===== config.mk =====
export PLATFORM = sky130hd
export DESIGN_NAME = three_rotor_reflector_cipher_flat
export DESIGN_NICKNAME = d
export VERILOG_FILES = /design/src/sv/trc_pkg.sv /design/src/sv/trc_channels.sv /design/src/sv/three_rotor_reflector_cipher.sv /design/src/flat_wrapper.sv
export SDC_FILE = /design/constraint.sdc
export NUM_CORES = 2
export LEC_CHECK = 0
export ABC_AREA = 1
export BUFFER_PORTS_ARGS = -buffer_cell sky130_fd_sc_hd__clkbuf_2
export CAP_MARGIN = 40
export CORE_AREA = 2 2 355 498
export CTS_CLUSTER_SIZE = 24
export DETAILED_ROUTE_END_ITERATION = 10
export DIE_AREA = 0 0 357 500
export PLACE_DENSITY = 0.75
export SETUP_SLACK_MARGIN = 0.2
export SYNTH_ARGS = -nofsm -noshare
export SYNTH_HDL_FRONTEND = slang
export SYNTH_SLANG_ARGS = --single-unit

===== constraint.sdc =====
create_clock -name i_clk -period 5.26 [get_ports i_clk]
set_input_delay 0.263 -clock i_clk [delete_from_list [all_inputs] [get_ports i_clk]]
set_output_delay 0.263 -clock i_clk [all_outputs]
set_load 0.01 [all_outputs]

===== src/sv/trc_pkg.sv =====
`timescale 1ns / 1ps
// ----------------------------------------------------------------------------
// trc_pkg
// Shared constants, command and register codes and symbol helpers for the
// three-rotor reflecting cipher.
// ----------------------------------------------------------------------------
package trc_pkg;

    localparam int SYMBOLS   = 62;
    localparam int ROTORS    = 3;
    localparam int MEM_DEPTH = ROTORS * SYMBOLS;
    localparam int MEM_AW    = $clog2(MEM_DEPTH);
    localparam int SYM_W     = 6;
    localparam int CHAR_W    = 8;
    localparam int CMD_W     = 2;
    localparam int SEL_W     = 2;
    localparam int CFG_IDX_W = 2;
    localparam int CFG_W     = 6;
    localparam int STEP_W    = 2;

    typedef logic [SYM_W-1:0]  t_sym;
    typedef logic [CHAR_W-1:0] t_char;
    typedef logic [MEM_AW-1:0] t_addr;
    typedef logic [SEL_W-1:0]  t_sel;
    typedef logic [STEP_W-1:0] t_step;

    // request commands
    localparam logic [CMD_W-1:0] CMD_CHAR  = 2'd0;
    localparam logic [CMD_W-1:0] CMD_LOAD  = 2'd1;
    localparam logic [CMD_W-1:0] CMD_START = 2'd2;

    // configuration register indexes
    localparam logic [CFG_IDX_W-1:0] CFG_START_ONE   = 2'd0;
    localparam logic [CFG_IDX_W-1:0] CFG_START_TWO   = 2'd1;
    localparam logic [CFG_IDX_W-1:0] CFG_START_THREE = 2'd2;

    localparam t_sym  LAST_SYM  = t_sym'(SYMBOLS - 1);
    localparam t_step STEP_DONE = t_step'(ROTORS);

    localparam t_char CH_LOWER_A = 8'h61;
    localparam t_char CH_LOWER_Z = 8'h7a;
    localparam t_char CH_UPPER_A = 8'h41;
    localparam t_char CH_UPPER_Z = 8'h5a;
    localparam t_char CH_DIGIT_0 = 8'h30;
    localparam t_char CH_DIGIT_9 = 8'h39;

    localparam int UPPER_BASE = 26;
    localparam int DIGIT_BASE = 52;

    function automatic logic is_alnum(input t_char c);
        return (c >= CH_LOWER_A && c <= CH_LOWER_Z) ||
               (c >= CH_UPPER_A && c <= CH_UPPER_Z) ||
               (c >= CH_DIGIT_0 && c <= CH_DIGIT_9);
    endfunction

    function automatic t_sym to_symbol(input t_char c);
        t_char k;
        if (c >= CH_LOWER_A && c <= CH_LOWER_Z) begin
            k = c - CH_LOWER_A;
        end else if (c >= CH_UPPER_A && c <= CH_UPPER_Z) begin
            k = c - CH_UPPER_A + t_char'(UPPER_BASE);
        end else if (c >= CH_DIGIT_0 && c <= CH_DIGIT_9) begin
            k = c - CH_DIGIT_0 + t_char'(DIGIT_BASE);
        end else begin
            k = '0;
        end
        return k[SYM_W-1:0];
    endfunction

    function automatic t_char to_char(input t_sym k);
        t_char kw;
        kw = {{(CHAR_W-SYM_W){1'b0}}, k};
        if (kw < t_char'(UPPER_BASE)) begin
            return CH_LOWER_A + kw;
        end else if (kw < t_char'(DIGIT_BASE)) begin
            return CH_UPPER_A + kw - t_char'(UPPER_BASE);
        end else begin
            return CH_DIGIT_0 + kw - t_char'(DIGIT_BASE);
        end
    endfunction

    // (k - off) mod SYMBOLS, both below SYMBOLS
    function automatic t_sym sub_mod(input t_sym k, input t_sym off);
        logic [SYM_W:0] d;
        d = {1'b0, k} + (SYM_W+1)'(SYMBOLS) - {1'b0, off};
        if (d >= (SYM_W+1)'(SYMBOLS)) begin
            d = d - (SYM_W+1)'(SYMBOLS);
        end
        return d[SYM_W-1:0];
    endfunction

    function automatic t_sym add_mod(input t_sym a, input t_sym b);
        logic [SYM_W:0] s;
        s = {1'b0, a} + {1'b0, b};
        if (s >= (SYM_W+1)'(SYMBOLS)) begin
            s = s - (SYM_W+1)'(SYMBOLS);
        end
        return s[SYM_W-1:0];
    endfunction

    function automatic t_sym inc_mod(input t_sym a);
        return (a == LAST_SYM) ? '0 : a + t_sym'(1);
    endfunction

    // reduce a 6-bit value below SYMBOLS
    function automatic t_sym fold_sym(input t_sym a);
        return (a > LAST_SYM) ? a - t_sym'(SYMBOLS) : a;
    endfunction

    function automatic t_addr rotor_base(input t_step r);
        t_addr b;
        case (r)
            2'd0:    b = '0;
            2'd1:    b = t_addr'(SYMBOLS);
            default: b = t_addr'(2 * SYMBOLS);
        endcase
        return b;
    endfunction

endpackage


===== src/sv/trc_channels.sv =====
`timescale 1ns / 1ps
// ----------------------------------------------------------------------------
// trc channels
// Valid/ready channel interfaces for cipher requests and results.
// ----------------------------------------------------------------------------
interface trc_req_if;
    logic                          valid;
    logic                          ready;
    logic [trc_pkg::CMD_W-1:0]     cmd;
    logic [trc_pkg::SEL_W-1:0]     rotor_select;
    logic [trc_pkg::SYM_W-1:0]     wire_index;
    logic [trc_pkg::SYM_W-1:0]     wire_value;
    logic [trc_pkg::CHAR_W-1:0]    char_in;

    modport source (output valid, cmd, rotor_select, wire_index, wire_value, char_in,
                    input ready);
    modport sink   (input valid, cmd, rotor_select, wire_index, wire_value, char_in,
                    output ready);
endinterface

interface trc_res_if;
    logic                          valid;
    logic                          ready;
    logic [trc_pkg::CHAR_W-1:0]    char_out;
    logic                          was_alphabetic;

    modport source (output valid, char_out, was_alphabetic, input ready);
    modport sink   (input valid, char_out, was_alphabetic, output ready);
endinterface


===== src/sv/three_rotor_reflector_cipher.sv =====
`timescale 1ns / 1ps
// ----------------------------------------------------------------------------
// three_rotor_reflector_cipher
// Self-inverse three-rotor cipher over a 62-symbol alphabet, with wiring and
// inverse tables held in two synchronous RAMs.
// ----------------------------------------------------------------------------
//  channel   dir  handshake      payload
//  i_req_ch  in   valid/ready    cmd, rotor_select, wire_index, wire_value, char_in
//  o_res_ch  out  valid/ready    char_out, was_alphabetic
//  cfg       in   i_cfg_we       i_cfg_idx, i_cfg_data
//
//  A character request passes the forward stage, back stage and result register;
//  a new request is taken as soon as the forward stage is free. Each stage
//  makes three dependent reads of its table RAM (forward stage on the wiring RAM,
//  back stage on the inverse RAM). A wiring load holds the forward stage until
//  the back stage has issued its last read. Reset clears offsets, count and
//  control; the tables are not cleared. A stalled result holds the back stage.
// ----------------------------------------------------------------------------
module three_rotor_reflector_cipher (
    input  logic                             i_clk,
    input  logic                             i_rst_n,
    trc_req_if.sink                          i_req_ch,
    trc_res_if.source                        o_res_ch,
    input  logic                             i_cfg_we,
    input  logic [trc_pkg::CFG_IDX_W-1:0]    i_cfg_idx,
    input  logic [trc_pkg::CFG_W-1:0]        i_cfg_data
);

    // tables
    trc_pkg::t_sym  r_wire_mem [trc_pkg::MEM_DEPTH];
    trc_pkg::t_sym  r_inv_mem  [trc_pkg::MEM_DEPTH];
    trc_pkg::t_sym  r_wire_rd;
    trc_pkg::t_sym  r_inv_rd;

    // configuration and rotor state
    trc_pkg::t_sym  r_start_off [trc_pkg::ROTORS];
    trc_pkg::t_sym  r_off       [trc_pkg::ROTORS];
    trc_pkg::t_sym  n_off       [trc_pkg::ROTORS];
    trc_pkg::t_sym  r_cnt_lo, n_cnt_lo;
    trc_pkg::t_sym  r_cnt_hi, n_cnt_hi;

    // forward stage
    logic           r_f_busy;
    logic           r_f_load;
    trc_pkg::t_step r_f_step;
    trc_pkg::t_sym  r_f_k;
    trc_pkg::t_sym  r_f_off [trc_pkg::ROTORS];
    logic           r_f_alpha;
    trc_pkg::t_char r_f_char;
    trc_pkg::t_step r_f_sel;
    trc_pkg::t_sym  r_f_idx;
    trc_pkg::t_sym  r_f_val;

    // back stage
    logic           r_b_busy;
    trc_pkg::t_step r_b_step;
    trc_pkg::t_sym  r_b_k;
    trc_pkg::t_sym  r_b_off [trc_pkg::ROTORS];
    logic           r_b_alpha;
    trc_pkg::t_char r_b_char;

    // result register
    logic           r_o_valid;
    trc_pkg::t_char r_o_char;
    logic           r_o_alpha;

    logic           o_free, b_done, b_free, f_handoff, f_write, f_free;
    logic           req_acc, req_char, req_load, req_start, load_ok, in_alpha;
    logic           wire_rd_en, inv_rd_en;
    trc_pkg::t_sym  f_src, f_off, b_prev_off, b_k_now;
    trc_pkg::t_step b_rotor;
    trc_pkg::t_addr wire_addr, inv_addr, wire_wr_addr, inv_wr_addr;
    logic           step_two, step_three;

    // handshake
    assign o_free    = !r_o_valid || o_res_ch.ready;
    assign b_done    = r_b_busy && (r_b_step == trc_pkg::STEP_DONE) && o_free;
    assign b_free    = !r_b_busy || b_done;
    assign f_handoff = r_f_busy && !r_f_load && (r_f_step == trc_pkg::STEP_DONE) && b_free;
    assign f_write   = r_f_busy && r_f_load &&
                       (!r_b_busy || r_b_step == trc_pkg::STEP_DONE);
    assign f_free    = !r_f_busy || f_handoff || f_write;

    assign i_req_ch.ready = f_free;
    assign req_acc        = i_req_ch.valid && f_free;

    assign load_ok = (i_req_ch.rotor_select < trc_pkg::SEL_W'(trc_pkg::ROTORS)) &&
                     (i_req_ch.wire_index <= trc_pkg::LAST_SYM) &&
                     (i_req_ch.wire_value <= trc_pkg::LAST_SYM);
    assign in_alpha = trc_pkg::is_alnum(i_req_ch.char_in);

    always_comb begin
        req_char  = 1'b0;
        req_load  = 1'b0;
        req_start = 1'b0;
        unique case (i_req_ch.cmd)
            trc_pkg::CMD_CHAR:  req_char  = req_acc;
            trc_pkg::CMD_LOAD:  req_load  = req_acc && load_ok;
            trc_pkg::CMD_START: req_start = req_acc;
            default: ;
        endcase
    end

    // rotor stepping
    always_comb begin
        n_cnt_lo = r_cnt_lo;
        n_cnt_hi = r_cnt_hi;
        n_off    = r_off;
        if (in_alpha) begin
            n_cnt_lo = trc_pkg::inc_mod(r_cnt_lo);
            if (r_cnt_lo == trc_pkg::LAST_SYM) begin
                n_cnt_hi = trc_pkg::inc_mod(r_cnt_hi);
            end
        end
        step_two   = (n_cnt_lo == '0);
        step_three = step_two && (n_cnt_hi == '0);
        n_off[0] = trc_pkg::inc_mod(r_off[0]);
        if (step_two) begin
            n_off[1] = trc_pkg::inc_mod(r_off[1]);
        end
        if (step_three) begin
            n_off[2] = trc_pkg::inc_mod(r_off[2]);
        end
    end

    always_ff @(posedge i_clk) begin
        if (!i_rst_n) begin
            r_start_off <= '{default: '0};
            r_off       <= '{default: '0};
            r_cnt_lo    <= '0;
            r_cnt_hi    <= '0;
        end else begin
            if (i_cfg_we) begin
                unique case (i_cfg_idx)
                    trc_pkg::CFG_START_ONE:   r_start_off[0] <= i_cfg_data;
                    trc_pkg::CFG_START_TWO:   r_start_off[1] <= i_cfg_data;
                    trc_pkg::CFG_START_THREE: r_start_off[2] <= i_cfg_data;
                    default: ;
                endcase
            end
            if (req_start) begin
                for (int r = 0; r < trc_pkg::ROTORS; r++) begin
                    r_off[r] <= trc_pkg::fold_sym(r_start_off[r]);
                end
                r_cnt_lo <= '0;
                r_cnt_hi <= '0;
            end else if (req_char) begin
                r_off    <= n_off;
                r_cnt_lo <= n_cnt_lo;
                r_cnt_hi <= n_cnt_hi;
            end
        end
    end

    // forward stage: wiring reads, rotors one to three
    always_comb begin
        case (r_f_step)
            2'd0:    f_off = r_f_off[0];
            2'd1:    f_off = r_f_off[1];
            default: f_off = r_f_off[2];
        endcase
    end

    assign f_src      = (r_f_step == '0) ? r_f_k : r_wire_rd;
    assign wire_rd_en = r_f_busy && !r_f_load && (r_f_step != trc_pkg::STEP_DONE);
    assign wire_addr  = trc_pkg::rotor_base(r_f_step) +
                        trc_pkg::MEM_AW'(trc_pkg::sub_mod(f_src, f_off));

    // back stage: inverse reads, rotors three to one
    always_comb begin
        case (r_b_step)
            2'd0:    b_rotor = 2'd2;
            2'd1:    b_rotor = 2'd1;
            default: b_rotor = 2'd0;
        endcase
        case (r_b_step)
            2'd1:    b_prev_off = r_b_off[2];
            2'd2:    b_prev_off = r_b_off[1];
            default: b_prev_off = r_b_off[0];
        endcase
    end

    assign b_k_now   = (r_b_step == '0) ? r_b_k : trc_pkg::add_mod(r_inv_rd, b_prev_off);
    assign inv_rd_en = r_b_busy && (r_b_step != trc_pkg::STEP_DONE);
    assign inv_addr  = trc_pkg::rotor_base(b_rotor) + trc_pkg::MEM_AW'(b_k_now);

    assign wire_wr_addr = trc_pkg::rotor_base(r_f_sel) + trc_pkg::MEM_AW'(r_f_idx);
    assign inv_wr_addr  = trc_pkg::rotor_base(r_f_sel) + trc_pkg::MEM_AW'(r_f_val);

    // table RAMs
    always_ff @(posedge i_clk) begin
        if (f_write) begin
            r_wire_mem[wire_wr_addr] <= r_f_val;
        end
        if (wire_rd_en) begin
            r_wire_rd <= r_wire_mem[wire_addr];
        end
    end

    always_ff @(posedge i_clk) begin
        if (f_write) begin
            r_inv_mem[inv_wr_addr] <= r_f_idx;
        end
        if (inv_rd_en) begin
            r_inv_rd <= r_inv_mem[inv_addr];
        end
    end

    // stage control
    always_ff @(posedge i_clk) begin
        if (!i_rst_n) begin
            r_f_busy  <= 1'b0;
            r_f_load  <= 1'b0;
            r_f_step  <= '0;
            r_b_busy  <= 1'b0;
            r_b_step  <= '0;
            r_o_valid <= 1'b0;
        end else begin
            if (req_char || req_load) begin
                r_f_busy <= 1'b1;
                r_f_load <= req_load;
                r_f_step <= '0;
            end else if (f_handoff || f_write) begin
                r_f_busy <= 1'b0;
            end else if (wire_rd_en) begin
                r_f_step <= r_f_step + trc_pkg::t_step'(1);
            end

            if (f_handoff) begin
                r_b_busy <= 1'b1;
                r_b_step <= '0;
            end else if (b_done) begin
                r_b_busy <= 1'b0;
            end else if (inv_rd_en) begin
                r_b_step <= r_b_step + trc_pkg::t_step'(1);
            end

            if (b_done) begin
                r_o_valid <= 1'b1;
            end else if (o_res_ch.ready) begin
                r_o_valid <= 1'b0;
            end
        end
    end

    // payload
    always_ff @(posedge i_clk) begin
        if (req_char || req_load) begin
            r_f_k     <= trc_pkg::to_symbol(i_req_ch.char_in);
            r_f_off   <= r_off;
            r_f_alpha <= in_alpha;
            r_f_char  <= i_req_ch.char_in;
            r_f_sel   <= i_req_ch.rotor_select;
            r_f_idx   <= i_req_ch.wire_index;
            r_f_val   <= i_req_ch.wire_value;
        end
        if (f_handoff) begin
            r_b_k     <= trc_pkg::LAST_SYM - r_wire_rd;
            r_b_off   <= r_f_off;
            r_b_alpha <= r_f_alpha;
            r_b_char  <= r_f_char;
        end
        if (b_done) begin
            r_o_char  <= r_b_alpha ? trc_pkg::to_char(b_k_now) : r_b_char;
            r_o_alpha <= r_b_alpha;
        end
    end

    assign o_res_ch.valid          = r_o_valid;
    assign o_res_ch.char_out       = r_o_char;
    assign o_res_ch.was_alphabetic = r_o_alpha;

endmodule


===== src/flat_wrapper.sv =====
// flat-port wrapper written by rule: the top's interface ports become plain ports
module three_rotor_reflector_cipher_flat 
  (i_clk, i_rst_n, i_cfg_we, i_cfg_idx, i_cfg_data, i_req_ch_valid, i_req_ch_cmd, i_req_ch_rotor_select, i_req_ch_wire_index, i_req_ch_wire_value, i_req_ch_char_in, i_req_ch_ready, o_res_ch_valid, o_res_ch_char_out, o_res_ch_was_alphabetic, o_res_ch_ready);
  trc_req_if i_req_ch_i ();
  trc_res_if o_res_ch_i ();
  input  logic i_clk;
  input  logic i_rst_n;
  input  logic i_cfg_we;
  input  logic [trc_pkg::CFG_IDX_W-1:0] i_cfg_idx;
  input  logic [trc_pkg::CFG_W-1:0] i_cfg_data;
  input wire logic [$bits(i_req_ch_i.valid)-1:0] i_req_ch_valid;
  input wire logic [$bits(i_req_ch_i.cmd)-1:0] i_req_ch_cmd;
  input wire logic [$bits(i_req_ch_i.rotor_select)-1:0] i_req_ch_rotor_select;
  input wire logic [$bits(i_req_ch_i.wire_index)-1:0] i_req_ch_wire_index;
  input wire logic [$bits(i_req_ch_i.wire_value)-1:0] i_req_ch_wire_value;
  input wire logic [$bits(i_req_ch_i.char_in)-1:0] i_req_ch_char_in;
  output wire logic [$bits(i_req_ch_i.ready)-1:0] i_req_ch_ready;
  output wire logic [$bits(o_res_ch_i.valid)-1:0] o_res_ch_valid;
  output wire logic [$bits(o_res_ch_i.char_out)-1:0] o_res_ch_char_out;
  output wire logic [$bits(o_res_ch_i.was_alphabetic)-1:0] o_res_ch_was_alphabetic;
  input wire logic [$bits(o_res_ch_i.ready)-1:0] o_res_ch_ready;
  assign i_req_ch_i.valid = i_req_ch_valid;
  assign i_req_ch_i.cmd = i_req_ch_cmd;
  assign i_req_ch_i.rotor_select = i_req_ch_rotor_select;
  assign i_req_ch_i.wire_index = i_req_ch_wire_index;
  assign i_req_ch_i.wire_value = i_req_ch_wire_value;
  assign i_req_ch_i.char_in = i_req_ch_char_in;
  assign i_req_ch_ready = i_req_ch_i.ready;
  assign o_res_ch_valid = o_res_ch_i.valid;
  assign o_res_ch_char_out = o_res_ch_i.char_out;
  assign o_res_ch_was_alphabetic = o_res_ch_i.was_alphabetic;
  assign o_res_ch_i.ready = o_res_ch_ready;
  three_rotor_reflector_cipher u_core (.i_clk(i_clk), .i_rst_n(i_rst_n), .i_req_ch(i_req_ch_i), .o_res_ch(o_res_ch_i), .i_cfg_we(i_cfg_we), .i_cfg_idx(i_cfg_idx), .i_cfg_data(i_cfg_data));
endmodule

==> summary.txt <==
WORST SETUP PATH
-------------------------------------------------------------------------------------
Kind of end point of the critical path                                      flip-flop
Delay contributed by the slowest stage of the critical path                   0.90 ns
Required time reported for the critical path endpoint                         5.89 ns
Max stage delay cell, worst path                                         sky130_fd_sc_hd__fa_4
Type of the worst setup path                                                  reg2reg
Maximum fanout encountered on the critical timing path                              8
Most common cell on crit path                                            sky130_fd_sc_hd__ha_4
Sort of element at the start of the critical path                           flip-flop
Crit path DAT                                                                 6.12 ns

TIMING
-------------------------------------------------------------------------------------
Minimum setup slack in the final design                                     -0.229 ns
Final-layout worst hold slack                                               0.0350 ns
Number of failing hold endpoints at the final stage                                 0
Fmax                                                                        0.182 GHz
Setup-violating endpoint count in the final report                                  6
Number of max-slew violations in the final report                                   0
Least-Margin Pin Slew                                                         1.26 ns
Setup Skew                                                                  0.0534 ns
RSZ-0062 raised after global routing                                             true
Final period demand of the worst path                                         5.49 ns
Period utilisation layout                                                        104%
Setup TNS Final                                                              -1.01 ns
Worst slew margin relative to its limit                                         15.7%

POWER AND IR DROP
-------------------------------------------------------------------------------------
Internal                                                                      40.9 mW
Portion of total power attributed to sequential cells                           32.1%
Cell Pwr Density                                                           573 nW/µm²
Power share of the combinational group                                          43.5%
Maximum ir drop on the vdd rail                                              0.792 mV
Leak pwr                                                                      37.9 nW
Switching Power                                                               24.8 mW
Clock share of power                                                            24.4%
Switch share                                                                    37.7%
Sum of internal, switching and leakage power                                  65.7 mW

GRT
-------------------------------------------------------------------------------------
Number of global-route vias before repair                                      65,700
Overall fraction of global-route tracks in use                                  29.6%
Total grt overflow                                                                  0
Global-route wire length before repair                                     398,000 µm
Initial antenna violation count                                                     4
Largest net degree at the start of global routing                                 213

FINISH
-------------------------------------------------------------------------------------
Area added between synthesis and finish                                         16.0%
Cell area after layout                                                    115,000 µm²
Filler instances                                                               12,100
Utilization after layout                                                        65.7%
Count of nets after finishing                                                   8,350
Area taken by multi-input logic gates                                      26,300 µm²
Final cell count without fillers                                               10,700
Combined flip-flop and latch cell area                                     71,200 µm²
Fraction of layout instances using a drive strength above 1                     16.5%

ROUTING
-------------------------------------------------------------------------------------
DR WL met2                                                                 135,000 µm
Via count                                                                      67,400
Met3 Wirelength                                                             21,800 µm
Number of DRC violations after detailed-routing iteration 0                     8,640
DRC violation count after routing                                                   0
Via density per instance                                                         6.28
Antenna Violating Nets Remaining                                                    0
WL per Instance                                                               25.3 µm
Pre-antenna DRT Iters                                                               8
Total wire length after detailed routing                                   271,000 µm
Top routing layer in use                                                         met5
Routed met1 length                                                          93,800 µm

CLOCKING
-------------------------------------------------------------------------------------
Maximum level of the CTS H-tree                                                     4
Clock-pin slew of the registers on the worst-case setup and hold paths        0.07 ns
Total number of clock tree sinks                                                2,389
TritonCTS clock tree                                                              yes
CTS root buf                                                             sky130_fd_sc_hd__clkbuf_16
Number of CTS-inserted buffers                                                    210
Clock network latency to the later pin of the worst-skew pair                 0.89 ns
Maximum clock path buffer count                                                     3

RUN
-------------------------------------------------------------------------------------
Max capacitance violation total                                                     0

PLACEMENT
-------------------------------------------------------------------------------------
Post-Place Setup Slack                                                      -0.858 ns
Placed wire-length estimate after detailed placement                       162,000 µm
Placed standard-cell area                                                 104,000 µm²
Final estimated routing congestion in global placement                          0.981
Cell total after placement                                                     10,200
PortBufs                                                                           47

DIE
-------------------------------------------------------------------------------------
Die extent in x                                                                357 µm
Ports placed on the boundary                                                       48
Number of core rows                                                               182
Height of the chip                                                             500 µm
Area of the die                                                           179,000 µm²
Core area                                                                 174,000 µm²
Initial cell density of the core                                                56.6%

YOSYS
-------------------------------------------------------------------------------------
Mean Syn Cell Area                                                           12.4 µm²
Fraction of post-synthesis cell area in the top cell type by area               70.9%
Largest cells by area after synthesis                                    sky130_fd_sc_hd__edfxtp_1 (71%), sky130_fd_sc_hd__o21ai_0 (6.4%), sky130_fd_sc_hd__nor2_1 (6.2%)
Most used flip-flop cell after synthesis                                 sky130_fd_sc_hd__edfxtp_1
Cell count after synthesis                                                      7,960
Post-synth ARST share                                                              0%
Count of cell types in the netlist                                                 58
Post-synth EDFFs                                                                2,333
Synthesized flop and latch total                                                2,389
Synth warnings                                                                      0
Syn Std Cell Area                                                          98,800 µm²
Cell accounting for the most synthesized area                            sky130_fd_sc_hd__edfxtp_1
Synthesized netlist net count                                                   8,075
Share of the yosys chip area belonging to registers                             72.1%

OUTCOME
-------------------------------------------------------------------------------------
Violated checks                                                          negative setup slack
Result of the run                                                        finished with violations

MIN PATH
-------------------------------------------------------------------------------------
Worst Hold Class                                                               in2reg

[power by group through the flow]
stage	combinational [mW]	clock, mW	sequential [mW]
after floorplan	12.4	0	21.6
after global placement	22.7	0	21.5
after detailed placement	23.0	0	21.5
after CTS	26.8	16.1	21.1
after global routing	29.8	16.8	21.1
final	28.5	16.0	21.1
[kinds of logic after synthesis]
logic type | Yosys count | synth area share, %
AO/OA/AOI/OAI | 2068 | 12.0
XOR/XNOR | 45 | 0.407
adder cells (fa/ha/maj) | 78 | 1.03
buffers and inverters | 777 | 3.07
flip-flops | 2389 | 72.1
multiplexers | 101 | 1.15
AND/OR/NAND/NOR | 2502 | 10.3
[worst max-delay path, delay by kind of cell, from the launching register on]
family / cells / cell delay, ns
fa+ha+maj: 6 / 2.08
simple gates: 8 / 0.93
compound gates: 7 / 0.82
buf+inv: 6 / 0.60
xor+xnor: 2 / 0.43
flops: 1 / 0.37
[cell type report]
| type | count | area share, % |
|---|---|---|
| Multi-Input combinational cell | 4794 | 22.9 |
| Sequential cell | 2389 | 62.1 |
| Clock inverter | 152 | 1.56 |
| Tap cell | 2300 | 2.51 |
| Clock buffer | 242 | 4.71 |
| Antenna cell | 2 | 0.00437 |
| Inverter | 240 | 0.854 |
| Timing Repair inverter | 2 | 0.0338 |
| Timing Repair Buffer | 598 | 5.27 |
[flip-flops by register name, indices dropped and copies added, names as in the netlist, 8 cells and up]
| register | count |
|---|---|
| u_core.r_wire_mem | 1116 |
| u_core.r_b_off | 18 |
| u_core.r_f_off | 18 |
| u_core.o_res_ch.char_out | 8 |
| u_core.r_off | 18 |
| u_core.r_inv_mem | 1116 |
| u_core.r_start_off | 18 |
| u_core.r_f_char | 8 |
| u_core.r_b_char | 8 |
[synthesized netlist by cell type, types with 3 or more instances]
cell type	n
sky130_fd_sc_hd__mux2i_1	5
sky130_fd_sc_hd__a211oi_1	3
sky130_fd_sc_hd__o221ai_1	160
sky130_fd_sc_hd__buf_6	4
sky130_fd_sc_hd__a22oi_1	9
sky130_fd_sc_hd__mux2_2	96
sky130_fd_sc_hd__ha_1	73
sky130_fd_sc_hd__or2_2	53
sky130_fd_sc_hd__xnor2_1	16
sky130_fd_sc_hd__clkinv_1	5
sky130_fd_sc_hd__o32ai_1	4
sky130_fd_sc_hd__o211ai_1	97
sky130_fd_sc_hd__o21ai_1	10
sky130_fd_sc_hd__nand2_2	15
sky130_fd_sc_hd__a21oi_1	80
sky130_fd_sc_hd__o221a_2	7
sky130_fd_sc_hd__fa_1	5
sky130_fd_sc_hd__dfxtp_1	56
sky130_fd_sc_hd__nand2_1	471
sky130_fd_sc_hd__o21ai_0	1260
sky130_fd_sc_hd__nor3_1	18
sky130_fd_sc_hd__inv_2	8
sky130_fd_sc_hd__nand4_1	13
sky130_fd_sc_hd__buf_4	4
sky130_fd_sc_hd__o31ai_1	3
sky130_fd_sc_hd__nor2_2	6
sky130_fd_sc_hd__xor2_1	28
sky130_fd_sc_hd__a31oi_1	12
sky130_fd_sc_hd__o22ai_1	405
sky130_fd_sc_hd__buf_2	47
sky130_fd_sc_hd__nand3_2	6
sky130_fd_sc_hd__nand2_4	9
sky130_fd_sc_hd__nand3_1	268
sky130_fd_sc_hd__buf_1	18
sky130_fd_sc_hd__edfxtp_1	2333
sky130_fd_sc_hd__nor2_1	1631
sky130_fd_sc_hd__o311ai_0	5
sky130_fd_sc_hd__nor4_1	4
sky130_fd_sc_hd__inv_1	225
sky130_fd_sc_hd__clkbuf_1	464
[final timing paths]
kind | from | end | slack [ns] | depth (start not counted)
max | u_core.r_f_step[0] | u_core.r_wire_rd[5] | -0.23 | 29
min | i_req_ch_cmd[1] | u_core.r_f_step[0] | 0.04 | 5
max reg2reg | u_core.r_f_step[0] | u_core.r_wire_rd[5] | -0.23 | 29
min reg2reg | u_core.r_f_char[5] | u_core.r_b_char[5] | 0.42 | 0
[placed cells by master (no fill, tap or decap), types with 15 or more instances in the layout]
cell and n:
sky130_fd_sc_hd__a21oi_1 76, sky130_fd_sc_hd__buf_12 75, sky130_fd_sc_hd__buf_16 16, sky130_fd_sc_hd__buf_4 377, sky130_fd_sc_hd__buf_6 22, sky130_fd_sc_hd__bufinv_16 30
sky130_fd_sc_hd__clkbuf_1 31, sky130_fd_sc_hd__clkbuf_16 215, sky130_fd_sc_hd__clkbuf_2 47, sky130_fd_sc_hd__clkinv_1 45, sky130_fd_sc_hd__clkinv_2 35, sky130_fd_sc_hd__clkinvlp_4 21
sky130_fd_sc_hd__dfxtp_1 52, sky130_fd_sc_hd__dlygate4sd3_1 48, sky130_fd_sc_hd__edfxtp_1 2333, sky130_fd_sc_hd__ha_1 56, sky130_fd_sc_hd__ha_4 15, sky130_fd_sc_hd__inv_1 206
sky130_fd_sc_hd__inv_2 19, sky130_fd_sc_hd__mux2_2 82, sky130_fd_sc_hd__nand2_1 425, sky130_fd_sc_hd__nand2_2 53, sky130_fd_sc_hd__nand2_4 16, sky130_fd_sc_hd__nand3_1 172
sky130_fd_sc_hd__nand3_2 84, sky130_fd_sc_hd__nand3_4 20, sky130_fd_sc_hd__nor2_1 1584, sky130_fd_sc_hd__nor2_2 30, sky130_fd_sc_hd__nor2_4 23, sky130_fd_sc_hd__nor3_1 16
sky130_fd_sc_hd__o211ai_1 97, sky130_fd_sc_hd__o21ai_0 1199, sky130_fd_sc_hd__o21ai_1 45, sky130_fd_sc_hd__o21ai_2 25, sky130_fd_sc_hd__o221ai_1 135, sky130_fd_sc_hd__o221ai_2 24
sky130_fd_sc_hd__o22ai_1 394, sky130_fd_sc_hd__or2_2 51, sky130_fd_sc_hd__xor2_1 25
[metal layers]
metal  vias up  GRT usage (%)
li1      29800              -
met1     32800           35.4
met2      3785           49.8
met3       923           4.55
met4         4           19.6
met5         -              0
[timing repair]
action,CTS,global route
cloned,16,5
hold buffers,48,0
resized for setup,195,252
pin swaps,58,132
endpoints found under the hold margin,63,0
endpoints found under the setup margin,12,12
buffers inserted,25,17
Power figures use the tool's default switching activity.
